## src/hdl/bdlp_pkg.sv

```systemverilog
// Shared types and codes for the button debouncer with long press detection.
package bdlp_pkg;

  typedef struct packed {
    logic        raw_pressed;
    logic [31:0] now_ms;
  } sample_t;

  typedef struct packed {
    logic [2:0]  event_res;
    logic        debounced_level;
    logic [31:0] held_ms;
    logic [31:0] idle_ms;
  } result_t;

  // Debouncer modes
  localparam logic [1:0] MODE_REL_STABLE   = 2'd0;
  localparam logic [1:0] MODE_PRESS_PEND   = 2'd1;
  localparam logic [1:0] MODE_PRESS_STABLE = 2'd2;
  localparam logic [1:0] MODE_REL_PEND     = 2'd3;

  // Event codes
  localparam logic [2:0] EV_NONE      = 3'd0;
  localparam logic [2:0] EV_PRESSED   = 3'd1;
  localparam logic [2:0] EV_LONG      = 3'd2;
  localparam logic [2:0] EV_VERY_LONG = 3'd3;
  localparam logic [2:0] EV_RELEASED  = 3'd4;

  // Configuration register indexes
  localparam int unsigned CFG_INDEX_W = 2;
  localparam logic [CFG_INDEX_W-1:0] REG_MIN_STABLE = 2'd0;
  localparam logic [CFG_INDEX_W-1:0] REG_LONG_PRESS = 2'd1;
  localparam logic [CFG_INDEX_W-1:0] REG_VERY_LONG  = 2'd2;

  // Register reset values
  localparam logic [31:0] MIN_STABLE_RESET = 32'd50;
  localparam logic [31:0] LONG_PRESS_RESET = 32'd1000;
  localparam logic [31:0] VERY_LONG_RESET  = 32'd5000;

endpackage

```

## src/hdl/bdlp_in_reg.sv

```systemverilog
// Input register stage for button samples.
module bdlp_in_reg (
  input  logic              clk,
  input  logic              rst,
  input  logic              sample_valid,
  output logic              sample_ready,
  input  bdlp_pkg::sample_t sample,
  input  logic              advance,
  output logic              stage_valid,
  output bdlp_pkg::sample_t stage_sample
);

  assign sample_ready = !stage_valid || advance;

  always_ff @(posedge clk) begin
    if (rst) begin
      stage_valid <= 1'b0;
    end else if (sample_ready) begin
      stage_valid <= sample_valid;
    end
  end

  always_ff @(posedge clk) begin
    if (sample_valid && sample_ready) begin
      stage_sample <= sample;
    end
  end

endmodule

```

## src/hdl/bdlp_fsm.sv

```systemverilog
// Debounce state machine, press timers and configuration registers.
module bdlp_fsm (
  input  logic                             clk,
  input  logic                             rst,
  input  logic                             cfg_write,
  input  logic [bdlp_pkg::CFG_INDEX_W-1:0] cfg_index,
  input  logic [31:0]                      cfg_data,
  input  logic                             step,
  input  bdlp_pkg::sample_t                stage_sample,
  output bdlp_pkg::result_t                step_result
);

  logic [31:0] min_stable_ms;
  logic [31:0] long_press_ms;
  logic [31:0] very_long_press_ms;

  logic [1:0]  mode;
  logic [31:0] raw_edge_time;
  logic [31:0] press_start_time;
  logic [31:0] release_start_time;
  logic [31:0] last_press_length;
  logic        long_sent;
  logic        very_long_sent;
  logic        confirmed_level;

  logic [1:0]  mode_next;
  logic [31:0] raw_edge_time_next;
  logic [31:0] press_start_time_next;
  logic [31:0] release_start_time_next;
  logic [31:0] last_press_length_next;
  logic        long_sent_next;
  logic        very_long_sent_next;
  logic        confirmed_level_next;
  logic [2:0]  event_code;

  logic        raw;
  logic [31:0] now;
  logic [31:0] since_edge;
  logic [31:0] held_now;
  logic [31:0] held_out;
  logic [31:0] idle_out;

  assign raw        = stage_sample.raw_pressed;
  assign now        = stage_sample.now_ms;
  assign since_edge = now - raw_edge_time;
  assign held_now   = now - press_start_time;

  always_ff @(posedge clk) begin
    if (rst) begin
      min_stable_ms      <= bdlp_pkg::MIN_STABLE_RESET;
      long_press_ms      <= bdlp_pkg::LONG_PRESS_RESET;
      very_long_press_ms <= bdlp_pkg::VERY_LONG_RESET;
    end else if (cfg_write) begin
      unique case (cfg_index)
        bdlp_pkg::REG_MIN_STABLE: min_stable_ms      <= cfg_data;
        bdlp_pkg::REG_LONG_PRESS: long_press_ms      <= cfg_data;
        bdlp_pkg::REG_VERY_LONG:  very_long_press_ms <= cfg_data;
        default: ;
      endcase
    end
  end

  always_comb begin
    mode_next               = mode;
    raw_edge_time_next      = raw_edge_time;
    press_start_time_next   = press_start_time;
    release_start_time_next = release_start_time;
    last_press_length_next  = last_press_length;
    long_sent_next          = long_sent;
    very_long_sent_next     = very_long_sent;
    confirmed_level_next    = confirmed_level;
    event_code              = bdlp_pkg::EV_NONE;
    unique case (mode)
      bdlp_pkg::MODE_REL_STABLE: begin
        if (raw) begin
          mode_next             = bdlp_pkg::MODE_PRESS_PEND;
          raw_edge_time_next    = now;
          press_start_time_next = now;
        end
      end
      bdlp_pkg::MODE_PRESS_PEND: begin
        if (!raw) begin
          mode_next = bdlp_pkg::MODE_REL_STABLE;
        end else if (since_edge >= min_stable_ms) begin
          mode_next            = bdlp_pkg::MODE_PRESS_STABLE;
          confirmed_level_next = 1'b1;
          long_sent_next       = 1'b0;
          very_long_sent_next  = 1'b0;
          event_code           = bdlp_pkg::EV_PRESSED;
        end
      end
      bdlp_pkg::MODE_PRESS_STABLE: begin
        // Long press wins when both thresholds are due; very long follows later.
        priority if (!raw) begin
          mode_next               = bdlp_pkg::MODE_REL_PEND;
          raw_edge_time_next      = now;
          release_start_time_next = now;
        end else if (long_press_ms != 32'd0 && !long_sent && held_now >= long_press_ms) begin
          long_sent_next = 1'b1;
          event_code     = bdlp_pkg::EV_LONG;
        end else if (very_long_press_ms != 32'd0 && !very_long_sent
                     && held_now >= very_long_press_ms) begin
          very_long_sent_next = 1'b1;
          event_code          = bdlp_pkg::EV_VERY_LONG;
        end else begin
          mode_next = mode;
        end
      end
      bdlp_pkg::MODE_REL_PEND: begin
        if (raw) begin
          mode_next = bdlp_pkg::MODE_PRESS_STABLE;
        end else if (since_edge >= min_stable_ms) begin
          mode_next              = bdlp_pkg::MODE_REL_STABLE;
          confirmed_level_next   = 1'b0;
          last_press_length_next = release_start_time - press_start_time;
          event_code             = bdlp_pkg::EV_RELEASED;
        end
      end
    endcase
  end

  // Durations as seen after the step
  always_comb begin
    unique case (mode_next)
      bdlp_pkg::MODE_PRESS_STABLE: begin
        held_out = now - press_start_time_next;
        idle_out = 32'd0;
      end
      bdlp_pkg::MODE_REL_PEND: begin
        held_out = release_start_time_next - press_start_time_next;
        idle_out = 32'd0;
      end
      bdlp_pkg::MODE_REL_STABLE: begin
        held_out = last_press_length_next;
        idle_out = now - release_start_time_next;
      end
      bdlp_pkg::MODE_PRESS_PEND: begin
        held_out = last_press_length_next;
        idle_out = press_start_time_next - release_start_time_next;
      end
    endcase
  end

  assign step_result.event_res       = event_code;
  assign step_result.debounced_level = confirmed_level_next;
  assign step_result.held_ms         = held_out;
  assign step_result.idle_ms         = idle_out;

  always_ff @(posedge clk) begin
    if (rst) begin
      mode               <= bdlp_pkg::MODE_REL_STABLE;
      raw_edge_time      <= 32'd0;
      press_start_time   <= 32'd0;
      release_start_time <= 32'd0;
      last_press_length  <= 32'd0;
      long_sent          <= 1'b0;
      very_long_sent     <= 1'b0;
      confirmed_level    <= 1'b0;
    end else if (step) begin
      mode               <= mode_next;
      raw_edge_time      <= raw_edge_time_next;
      press_start_time   <= press_start_time_next;
      release_start_time <= release_start_time_next;
      last_press_length  <= last_press_length_next;
      long_sent          <= long_sent_next;
      very_long_sent     <= very_long_sent_next;
      confirmed_level    <= confirmed_level_next;
    end
  end

endmodule

```

## src/hdl/bdlp_out_reg.sv

```systemverilog
// Result register that holds an item until the consumer takes it.
module bdlp_out_reg (
  input  logic              clk,
  input  logic              rst,
  input  logic              load_valid,
  input  bdlp_pkg::result_t load_result,
  output logic              can_load,
  output logic              result_valid,
  input  logic              result_ready,
  output bdlp_pkg::result_t result
);

  assign can_load = !result_valid || result_ready;

  always_ff @(posedge clk) begin
    if (rst) begin
      result_valid <= 1'b0;
    end else if (can_load) begin
      result_valid <= load_valid;
    end
  end

  always_ff @(posedge clk) begin
    if (can_load && load_valid) begin
      result <= load_result;
    end
  end

endmodule

```

## src/hdl/button_debounce_long_press.sv

```systemverilog
// Button debouncer with press, long press, very long press and release events.
// A sample is held in the input register until the result register can load.
// Throughput: one sample per cycle while results are taken; the state update
// is a combinational step between the input register and the result register.
// Reset clears the debouncer to released with all timestamps zero and loads
// the default thresholds (50, 1000, 5000 ms).
module button_debounce_long_press (
  input  logic                             clk,
  input  logic                             rst,
  input  logic                             cfg_write,
  input  logic [bdlp_pkg::CFG_INDEX_W-1:0] cfg_index,
  input  logic [31:0]                      cfg_data,
  input  logic                             sample_valid,
  output logic                             sample_ready,
  input  bdlp_pkg::sample_t                sample,
  output logic                             result_valid,
  input  logic                             result_ready,
  output bdlp_pkg::result_t                result
);

  logic              stage_valid;
  bdlp_pkg::sample_t stage_sample;
  logic              can_load;
  logic              step;
  bdlp_pkg::result_t step_result;

  assign step = stage_valid && can_load;

  bdlp_in_reg u_in_reg (
    .clk          (clk),
    .rst          (rst),
    .sample_valid (sample_valid),
    .sample_ready (sample_ready),
    .sample       (sample),
    .advance      (can_load),
    .stage_valid  (stage_valid),
    .stage_sample (stage_sample)
  );

  bdlp_fsm u_fsm (
    .clk          (clk),
    .rst          (rst),
    .cfg_write    (cfg_write),
    .cfg_index    (cfg_index),
    .cfg_data     (cfg_data),
    .step         (step),
    .stage_sample (stage_sample),
    .step_result  (step_result)
  );

  bdlp_out_reg u_out_reg (
    .clk          (clk),
    .rst          (rst),
    .load_valid   (stage_valid),
    .load_result  (step_result),
    .can_load     (can_load),
    .result_valid (result_valid),
    .result_ready (result_ready),
    .result       (result)
  );

endmodule

```

## config.mk

```make
export PLATFORM = sky130hd
export DESIGN_NAME = button_debounce_long_press
export DESIGN_NICKNAME = d
export VERILOG_FILES = /design/src/hdl/bdlp_pkg.sv /design/src/hdl/bdlp_in_reg.sv /design/src/hdl/bdlp_fsm.sv /design/src/hdl/bdlp_out_reg.sv /design/src/hdl/button_debounce_long_press.sv
export SDC_FILE = /design/constraint.sdc
export NUM_CORES = 1
export LEC_CHECK = 0
export ABC_AREA = 1
export BUFFER_PORTS_ARGS = -buffer_cell sky130_fd_sc_hd__buf_2
export CORE_MARGIN = 2
export CORE_UTILIZATION = 30
export DETAILED_ROUTE_END_ITERATION = 12
export SLEW_MARGIN = 20
export SYNTH_ARGS = -nofsm -noshare
export SYNTH_HDL_FRONTEND = slang
export SYNTH_HIERARCHICAL = 1
export SYNTH_SLANG_ARGS = --single-unit
```

## constraint.sdc

```tcl
create_clock -name clk -period 8.9 [get_ports clk]
set_clock_uncertainty 0.15 [all_clocks]
set_input_delay 0.89 -clock clk [delete_from_list [all_inputs] [get_ports clk]]
set_output_delay 0.89 -clock clk [all_outputs]
set_load 0.05 [all_outputs]
```

==> PnR_summary.wiki <==
{| class="wikitable"
! Metric !! Value
|-
| Area of the placeable core || 82000 sq um
|-
| Die Wd || 292 um
|-
| Critical path startpoint category || register
|-
| Relative contribution of the clock network to total power || 31.5%
|-
| Number of distinct standard cells referenced by the synthesized netlist || 48
|-
| Antenna-violating nets left || 0
|-
| Start-to-end type of the worst setup path || register to register
|-
| Adder-cell share of the synthesized area || 13.6%
|-
| Clock slew at the register clock pins of the worst setup and hold paths || 0.06 ns
|-
| Global Route met1 Usage || 26.6%
|-
| Initial antenna violation count || 2
|-
| Net count of the mapped netlist || 3854
|-
| Number of buffers inserted by post-CTS setup repair || 0
|-
| Initial Util || 30.3%
|-
| Grt met3 use || 2.63%
|-
| CTS Hold Bufs || 0
|-
| Critical Path End Type || register
|-
| Final layout net count || 3948
|-
| I/O pin count || 142
|-
| Arrival time of data at the critical path endpoint || 7.87 ns
|-
| Worst min-delay path class || register to register
|-
| Most used cell along the critical path || nand2_1
|-
| Area share of the largest cell type after synthesis || 18.6%
|-
| Via count normalized by instance count || 5.01
|-
| Multiplexer share of the synthesized area || 0%
|-
| Mean post-synth cell area || 7.07 sq um
|-
| Worst IR drop on VDD || 0.000112 V
|-
| Detailed-placement wirelength estimate || 70600 um
|-
| Main synth FF type || dfxtp_1
|-
| Static leakage power || 12.8 nW
|-
| MaxCap Viol Count || 0
|-
| Setup total negative slack || 0 ns
|-
| Main combinational cell family by area after synthesis || compound AO/OA/AOI/OAI gates
|-
| Compound-gate portion of the synthesized area || 22.8%
|-
| Internal power contribution || 3.53 mW
|-
| Drc violations || 0
|-
| Setup repair after global routing missed its margin || false
|-
| Register bit count reported by yosys || 332
|-
| Worst Path Required || 9.21 ns
|-
| Gate count of the mapped netlist || 3515
|-
| Clock Tree Buf Depth || 3
|-
| Cell area after layout || 28100 sq um
|-
| Filler cell count in the final layout || 8868
|-
| XOR/XNOR Fraction of Synth Area || 4.83%
|-
| Crit path time final || 7.57 ns
|-
| Clock buffer count from CTS || 41
|-
| GRT Util Overall || 20.3%
|-
| Most frequent cell after synthesis || nand2_1
|-
| Cell area after synthesis || 24800 sq um
|-
| Overall via count from detail_route || 23600
|-
| Portion of total power attributed to sequential cells || 29.9%
|-
| TritonCTS clock tree || built
|-
| Overflow left after global routing || 0
|-
| Final wirelength || 88300 um
|-
| Warnings from Yosys || 6
|-
| Count of endpoints failing setup in the final report || 0
|-
| Area taken by flip-flops and latches || 7660 sq um
|-
| Pin count of the biggest net entering global routing || 120
|-
| Slew HR || 35.2%
|-
| Async set or reset register ratio after synthesis || 0%
|-
| Via count of the first global-routing pass || 22000
|-
| Delay contributed by the slowest stage of the critical path || 0.56 ns
|-
| FMAX || 0.132 GHz
|-
| Height of the die || 292 um
|-
| Power density normalized to cell area || 210 nW/um^2
|-
| Max-slew violations || 0
|-
| Total number of placement rows || 105
|-
| Fraction of power spent switching nets || 40.1%
|-
| Area added between synthesis and finish || 13.2%
|-
| Weighted congestion at the end of routability-driven global placement || 0.987
|-
| Number of DRC violations after detailed-routing iteration 0 || 1850
|-
| Global-route track usage on met2 || 34.1%
|-
| Num Clock Sinks || 332
|-
| Top area cells in the synthesized netlist || dfxtp_1, ha_1, edfxtp_1, nand2_1, inv_1
|-
| Clock tree root buffer cell || clkbuf_16
|-
| Avg WL per Cell || 18.7 um
|-
| Simple-gate area share of the yosys netlist || 17.1%
|-
| Most utilized layer in the global route result || met2
|-
| Source-to-sink clock delay at the later pin of the worst-skew pair || 0.60 ns
|-
| First-pass GRT wire length || 133000 um
|-
| Library cell with the largest summed area after synthesis || dfxtp_1
|-
| IO buf count || 141
|-
| Maximum fanout along the worst path || 64
|-
| Post-CTS sizing || 0
|-
| H-tree lvl count || 2
|-
| Pre-Repair DR Iteration Count || 6
|-
| Combinational share of power || 38.6%
|-
| Post-synth EDFFs || 101
|-
| Placed Area || 26600 sq um
|-
| Worst Tran Pin Value || 0.972 ns
|-
| Floorplan die area || 85100 sq um
|-
| Cell type of the slowest stage on the worst timing path || edfxtp_1
|-
| Period utilization || 85.0%
|-
| Seq/Total Area, Yosys || 30.8%
|-
| Total count of hold-check failures in the final report || 0
|-
| Commonest cells post-synth || nand2_1, inv_1, a21oi_1, o21ai_0, ha_1
|-
| Net switching power figure || 2.36 mW
|-
| Share of post-route cells with drive strength above 1 || 7.50%
|-
| Result of the run || finished clean
|-
| Multi-input gate area || 14500 sq um
|}
## registers in the layout, indices dropped and copies added, names as in the netlist, 2 cells and up
signal and flops:
u_fsm/last_press_length 32, u_fsm/long_press_ms 32, u_fsm/min_stable_ms 32, u_fsm/mode 2, u_fsm/press_start_time 32, u_fsm/raw_edge_time 32
u_fsm/release_start_time 32, u_fsm/very_long_press_ms 32, u_in_reg/stage_sample 33, u_out_reg/result 68
## critical path: cells and delay by family, from the launching register on
kind	cells	cell delay, ns
XOR/XNOR	2	0.38
AND/OR/NAND/NOR	18	2.53
flip-flops	1	0.56
AO/OA/AOI/OAI	7	1.88
adder cells (fa/ha/maj)	4	1.43
buffers and inverters	1	0.48
## layout make-up
class                   instances  share of cell area, %
flip-flops and latches        332                   27.2
clock buffers                  53                   4.18
multi-input cells            2484                   51.7
inverters                     588                   7.88
well taps                    1070                   4.76
repair buffers                162                   3.09
diodes                          2                 0.0178
clock inverters                23                   1.13
## final timing paths
kind | start | end | slack [ns] | depth (start not counted)
max | u_in_reg/stage_sample[17] | u_out_reg/result[58] | 1.33 | 32
min | u_fsm/raw_edge_time[0] | u_fsm/raw_edge_time[0] | 0.30 | 2
max reg2reg | u_in_reg/stage_sample[17] | u_out_reg/result[58] | 1.33 | 32
min reg2reg | u_fsm/raw_edge_time[0] | u_fsm/raw_edge_time[0] | 0.30 | 2
## kinds of logic after synthesis
kind of cell / count (synthesis)
AO/OA/AOI/OAI: 1047
XOR/XNOR: 137
adder cells (fa/ha/maj): 267
buffers and inverters: 699
flip-flops: 332
AND/OR/NAND/NOR: 1033
## cells in the final DEF (no fill, tap or decap), types with 53 or more instances in the layout
cell	count
nand2_1	623
inv_1	577
a21oi_1	407
o21ai_0	396
ha_1	262
dfxtp_1	231
nor2_1	204
buf_2	141
edfxtp_1	101
xor2_1	84
nand3_1	82
o21ai_1	72
o211ai_1	59
xnor2_1	53
## power groups by stage
stage | clock network (mW) | registers (mW) | logic [mW]
after CTS | 1.91 | 1.76 | 2.24
after floorplan | 0 | 1.89 | 1.44
after global placement | 0 | 1.79 | 2.22
after global routing | 1.96 | 1.77 | 2.52
after detailed placement | 0 | 1.80 | 2.22
final | 1.86 | 1.76 | 2.27
## routing by layer
layer / routed length (um) / up-vias
met5: 0 / -
met4: 3390 / 0
met3: 4950 / 133
met2: 40700 / 702
met1: 39200 / 10800
li1: - / 11900
## through the flow
stage	hold WS (ns)	power (mW)	util [%]	setup slack (ns)	std cells
final	0.300	5.89	34.3	1.33	4714
after floorplan	0.275	3.33	-	3.10	3515
after CTS	0.288	5.91	34.3	1.41	4712
after detailed placement	0.295	4.02	32.5	1.46	4636
after global placement	0.289	4.02	32.5	1.51	4636
after global routing	0.301	6.25	34.3	0.856	4713
(Power assumes the default switching activity.)
